### src/hdl/wrip_pkg.sv
// Shared types and constants for the weighted random index picker.
`default_nettype none

package wrip_pkg;

    localparam int CMD_W    = 2;
    localparam int PICKED_W = 10;

    localparam logic [CMD_W-1:0] CMD_LOAD  = 2'd0;
    localparam logic [CMD_W-1:0] CMD_PICK  = 2'd1;
    localparam logic [CMD_W-1:0] CMD_CLEAR = 2'd2;

    localparam logic STATUS_OK    = 1'b0;
    localparam logic STATUS_EMPTY = 1'b1;

    // Controller to datapath commands.
    typedef struct packed {
        logic load;        // append weight to prefix table
        logic clear;       // empty the table
        logic pick_start;  // latch random value, reset remainder
        logic div_step;    // one restoring-division bit
        logic srch_init;   // lo = 0, hi = count, goal = rem + 1
        logic srch_read;   // read prefix sum at mid
        logic srch_cmp;    // narrow [lo, hi) using the read value
        logic emit;        // load result payload
        logic emit_err;    // result payload is the empty-table status
    } t_dp_cmd;

    // Datapath to controller status.
    typedef struct packed {
        logic empty;       // no entries or zero total
        logic div_last;    // current division step is the last one
        logic srch_done;   // lo has met hi
    } t_dp_sts;

endpackage

`default_nettype wire

### src/hdl/wrip_ctrl.sv
// Controller: sequences load, clear and pick through the datapath.
`default_nettype none

module wrip_ctrl (
    input  wire logic                         i_clk,
    input  wire logic                         i_rst_n,
    input  wire logic                         i_in_valid,
    input  wire logic [wrip_pkg::CMD_W-1:0]   i_command,
    output logic                              o_in_ready,
    output logic                              o_out_valid,
    input  wire logic                         i_out_ready,
    output wrip_pkg::t_dp_cmd                 o_cmd,
    input  wire wrip_pkg::t_dp_sts            i_sts
);
    import wrip_pkg::*;

    typedef enum logic [2:0] {
        S_IDLE,
        S_DIV,
        S_SINIT,
        S_SREQ,
        S_SCMP,
        S_EMIT
    } t_state;

    t_state r_state;
    t_state n_state;
    logic   r_err;
    logic   w_accept;
    logic   w_out_free;

    assign o_in_ready = (r_state == S_IDLE);
    assign w_accept   = i_in_valid && o_in_ready;
    assign w_out_free = !o_out_valid || i_out_ready;

    always_comb begin
        o_cmd   = '0;
        n_state = r_state;
        unique case (r_state)
            S_IDLE: begin
                if (w_accept) begin
                    unique case (i_command)
                        CMD_LOAD:  o_cmd.load  = 1'b1;
                        CMD_CLEAR: o_cmd.clear = 1'b1;
                        CMD_PICK: begin
                            o_cmd.pick_start = 1'b1;
                            n_state = i_sts.empty ? S_EMIT : S_DIV;
                        end
                        default: ;
                    endcase
                end
            end
            S_DIV: begin
                o_cmd.div_step = 1'b1;
                if (i_sts.div_last) begin
                    n_state = S_SINIT;
                end
            end
            S_SINIT: begin
                o_cmd.srch_init = 1'b1;
                n_state = S_SREQ;
            end
            S_SREQ: begin
                if (i_sts.srch_done) begin
                    n_state = S_EMIT;
                end else begin
                    o_cmd.srch_read = 1'b1;
                    n_state = S_SCMP;
                end
            end
            S_SCMP: begin
                o_cmd.srch_cmp = 1'b1;
                n_state = S_SREQ;
            end
            S_EMIT: begin
                if (w_out_free) begin
                    o_cmd.emit     = 1'b1;
                    o_cmd.emit_err = r_err;
                    n_state = S_IDLE;
                end
            end
            default: n_state = S_IDLE;
        endcase
    end

    always_ff @(posedge i_clk) begin
        if (!i_rst_n) begin
            r_state     <= S_IDLE;
            r_err       <= 1'b0;
            o_out_valid <= 1'b0;
        end else begin
            r_state <= n_state;
            if (o_cmd.pick_start) begin
                r_err <= i_sts.empty;
            end
            if (o_cmd.emit) begin
                o_out_valid <= 1'b1;
            end else if (i_out_ready) begin
                o_out_valid <= 1'b0;
            end
        end
    end

endmodule

`default_nettype wire

### config.mk
export PLATFORM = sky130hd
export DESIGN_NAME = wrip_ctrl
export DESIGN_NICKNAME = d
export VERILOG_FILES = /design/src/hdl/wrip_pkg.sv /design/src/hdl/wrip_ctrl.sv
export SDC_FILE = /design/constraint.sdc
export NUM_CORES = 1
export LEC_CHECK = 0
export ABC_CLOCK_PERIOD_IN_PS = 1700
export BUFFER_PORTS_ARGS = -buffer_cell sky130_fd_sc_hd__buf_2
export CAP_MARGIN = 25
export CORE_AREA = 5 5 42 44
export CTS_CLUSTER_DIAMETER = 100
export DETAILED_ROUTE_END_ITERATION = 16
export DIE_AREA = 0 0 47 49
export SETUP_SLACK_MARGIN = 0.02
export SYNTH_ARGS = -nofsm -noshare
export SYNTH_HDL_FRONTEND = slang
export SYNTH_SLANG_ARGS = --single-unit
### constraint.sdc
create_clock -name i_clk -period 1.7 [get_ports i_clk]
set_clock_uncertainty 0.05 [all_clocks]
set_input_delay 0.17 -clock i_clk [delete_from_list [all_inputs] [get_ports i_clk]]
set_output_delay 0.17 -clock i_clk [all_outputs]
set_load 0.1 [all_outputs]
-- Word level (Yosys, flattened, before mapping)
Index checks and enable logic that the tools add are counted.
- register bits: 5
- output and inout bits: 11
- word-level logic and storage cells: 43
- input bits: 9
- equal/unequal tests: 11
- reductions and logical operators: 8
- muxes and demuxes: 21
- operators by type and width (cell ; count):
    $mux 3 ; 7
    $pmux 3 s5 ; 1
    $mux 1 ; 11
    $eq 3x2->1 const B ; 2
    $eq 3x3->1 const B ; 2
    $mux 2 ; 2
    $ne 2x1->1 const B ; 2
    $ne 2x2->1 const B ; 2
    $reduce_and 4->1 ; 1
    $eq 3x1->1 const B ; 1
    $logic_not 3->1 ; 1
    $eq 2x1->1 const B ; 1
    $eq 2x2->1 const B ; 1
    $logic_not 2->1 ; 1
    $reduce_bool 2->1 ; 1
    $reduce_or 2->1 ; 1
    $logic_and 1x1->1 ; 1
    $logic_not 1->1 ; 1
    $logic_or 1x1->1 ; 1

-- Logic depth before layout (Yosys ltp)
- depth after elaboration: 5
- gate-level depth with buffers: 5
- gate-level depth less buffers: 4

-- Worst setup path before layout
No wires, ideal clock.
- path kind: register -> output
- start point: register o_out_valid
- end point: output port o_cmd[0] (netlist bit)
- cell stages (with the launch flop): 4
- path slack: -2533 ps
- buffers on the path: 0
- arrival time: 4013 ps
- required time: 1480 ps
- cells stage by stage: dfxtp_1 > nor2b_1 > nor3_1 > and2_1
- RTL lines (what ; line ; text):
    start: declaration ; wrip_ctrl.sv:10 ; output logic o_out_valid,
    start signal: assignment ; wrip_ctrl.sv:90 ; o_out_valid <= 1'b0;
    start signal: assignment ; wrip_ctrl.sv:97 ; o_out_valid <= 1'b1;
    start signal: assignment ; wrip_ctrl.sv:99 ; o_out_valid <= 1'b0;
    end: declaration ; wrip_ctrl.sv:12 ; output wrip_pkg::t_dp_cmd o_cmd,

==> results.ini <==
[pwr]
combPwrFrac_pct = 80.6
leakagePower_nw = 0.295
power.net_switching_w = 0.000874
switching_share_pct = 54.9
power.density_mw_per_mm2 = 2120
pwr-share-seq_pct = 11.0
p_int_w = 0.000719
clockPowerShare_pct = 8.5
max-vdd-ir-drop_mv = 1.25

[die]
die-area_mm2 = 0.00230
die_w_um = 47
start_util_pct = 27.1
coreArea_mm2 = 0.00140
die_h_um = 49
ioPinCount = 20
num_rows = 14

[clock_network]
root_buffer = clkbuf_4
cts_max_level = 1
clkSinkCount = 5
clk_pin_slew_worst_paths_ns = 0.04
cts_buffers = 3
clock_path_buffers = 2
clock_latency_ns = 0.24
ctsHoldBuffers = 0
tritoncts = done

[route]
avgViaCountPerCell = 4.60
initialDrtViolationCount = 1
route.final.wire_length_um = 949
route.detailed.drc = 0
wire_per_inst_um = 11.3
vias = 386
drt_first_pass_iters = 2
drt.antenna.violating_nets = 0

[critical_path]
max_stage_delay_ns = 0.42
end_kind = primary output
setup.worst_path.class = reg2out
critPathRequiredTime_ns = 1.48
ff2ff_path_depth = 5
cp.arrival_ns = 1.46
start_kind = flop
crit_fanout = 3
cp_slowest_cell = or3_4
crit_chain = or3_4, nor4b_4, buf_12

[finish]
finish.utilization_pct = 53.6
diodes = 0
layout.nets = 78
syn_to_final_growth_pct = 97.4
drive_above_1_share_pct = 64.7
finalInstanceArea_um2 = 751

[sta]
whs_ns = 0.149
tightest_slew_ns = 0.487
timing.final.max_slew_violations = 0
fmax_ghz = 0.595
rsz0062_at_grt = true
setup_viol = 0
hold_viol = 0
fin_ws_ns = 0.0203
maxSlewHeadroom_pct = 67.8
finalCritPeriodShare_pct = 98.8
fin_crit_ns = 1.68

[placement]
io_buffers = 19
globalplace.congestion = 0.698
dp.final_hpwl_um = 811
placed_cell_area_um2 = 702
place_ws_ns = 0.220

[yosys]
synth_fa_ha_area_share_pct = 0
synthXorXnorAreaFrac_pct = 0
ys_types = 22
syn_area_per_cell_um2 = 8.85
synthMuxAreaShare_pct = 2.63
synth_area_um2 = 380
synth_simple_gate_area_share_pct = 40.1
syn_nets = 52
synth_warnings = 0
ys_seq_elements = 5
synth_top_family_by_area = simple AND/OR/NAND/NOR gates
yosys.area.top_type = dfxtp_1
synth_compound_area_share_pct = 22.7
synth_area_leaders = dfxtp_1, a2111oi_4, nand2b_1
ys_seq_area_share_pct = 26.3
yosys.area.top_type_share_pct = 26.3
syn_inst = 43

[global_route]
grt-ovfl-total = 0
grt_usage_pct = 9.73
grt_pass1_wl_um = 1640
antenna_found_initial = 0
met3_usage_pct = 4.06
grt_max_degree = 13
grt.busiest_layer = met2
grt_use_met1_pct = 12.1
grt.met2_usage_pct = 14.3
grt_pass1_vias = 382

[run_status]
status = completed

[worst_hold_path]
hp-class = in2reg
hold_path_depth = 2

[flow_run]
cap_violations = 0

## placed cells by master (no fill, tap or decap), types with 2 or more instances in the layout
master    Yosys  routed
o21a_1        2       2
buf_2         1       9
buf_12        0      10
nand3b_1      2       2
buf_4         0       5
nand2b_1      4       4
dfxtp_2       0       2
nand2_1       4       4
nor2_2        1       2
nor3_4        0       2
dfxtp_1       5       2
clkbuf_4      0       3
nor2_1        4       2
a21oi_1       2       2
## cell families (layout without fill, tap and decap cells)
logic type             Yosys count  after routing
AOI/OAI and AO/OA                8              8
DFF                              5              5
muxes                            1              1
buffers and inverters            4             29
and+or+nand+nor                 25             25
## power by group through the flow
stage	Clock (W)	Sequential, W	Combinational (W)
6_report	0.000135	0.000175	0.00128
5_1_grt	0.000152	0.000181	0.00133
4_1_cts	0.000142	0.000173	0.00129
3_5_place_dp	0	0.000180	0.00123
3_3_place_gp	0	0.000177	0.00122
2_1_floorplan	0	0.000178	0.000892
## worst max-delay path, delay by kind of cell, from the launching register on
family        cells  cell delay [ns]
flops             1             0.31
simple gates      2             0.70
buf+inv           1             0.21
## flip-flops by register name (all words and copies together) (netlist names)
name / count
o_out_valid: 1
r_err: 1
r_state: 3
## layer usage
metal | wire length [µm] | up-vias
met5 | 0 | -
met1 | 395 | 173
met3 | 52 | 0
met4 | 0 | 0
met2 | 501 | 10
li1 | - | 203
## path summary, 6_finish.rpt
| check | from | endpoint | slack (ns) |
|---|---|---|---|
| worst max-delay path | r_state[0] | o_cmd[8] | 0.02 |
| worst min-delay path | i_rst_n | o_out_valid | 0.15 |
| worst max register to register | r_state[0] | r_state[0] | 0.31 |
| worst min register to register | r_err | r_err | 0.41 |
## area by class of cell
cell class              count  area (µm²)
flip-flops and latches      5         106
fillers                   131         651
inverters                   1        3.75
clock buffers               4        26.3
well taps                  16        20.0
multi-input cells          34         312
repair buffers             24         283
## synthesized netlist by cell type, drive strengths merged
cell type / instances
a2111oi: 2
dfxtp: 5
nand3b: 2
nor2b: 1
nor3: 3
or3: 1
nand2b: 4
buf: 3
o21a: 2
a21bo: 1
a21oi: 2
inv: 1
nand2: 4
nor2: 5
mux2i: 1
a311oi: 1
nor4b: 1
nor3b: 3
and2: 1
## timing repair
item,CTS,global route
gates resized for setup,1,3
endpoints found under the hold margin,0,0
pin swaps,2,2
setup endpoints to repair,1,5
buffers inserted,2,0
## through the flow
stage	std cells	power, W	TNS (ns)
3_5_place_dp	78	0.00141	0
3_3_place_gp	78	0.00140	0
5_1_grt	84	0.00167	-0.0432
6_report	84	0.00159	0
4_1_cts	84	0.00160	-0.0344
2_1_floorplan	43	0.00107	-2.04
No activity file was read; power rests on OpenSTA's default activity.
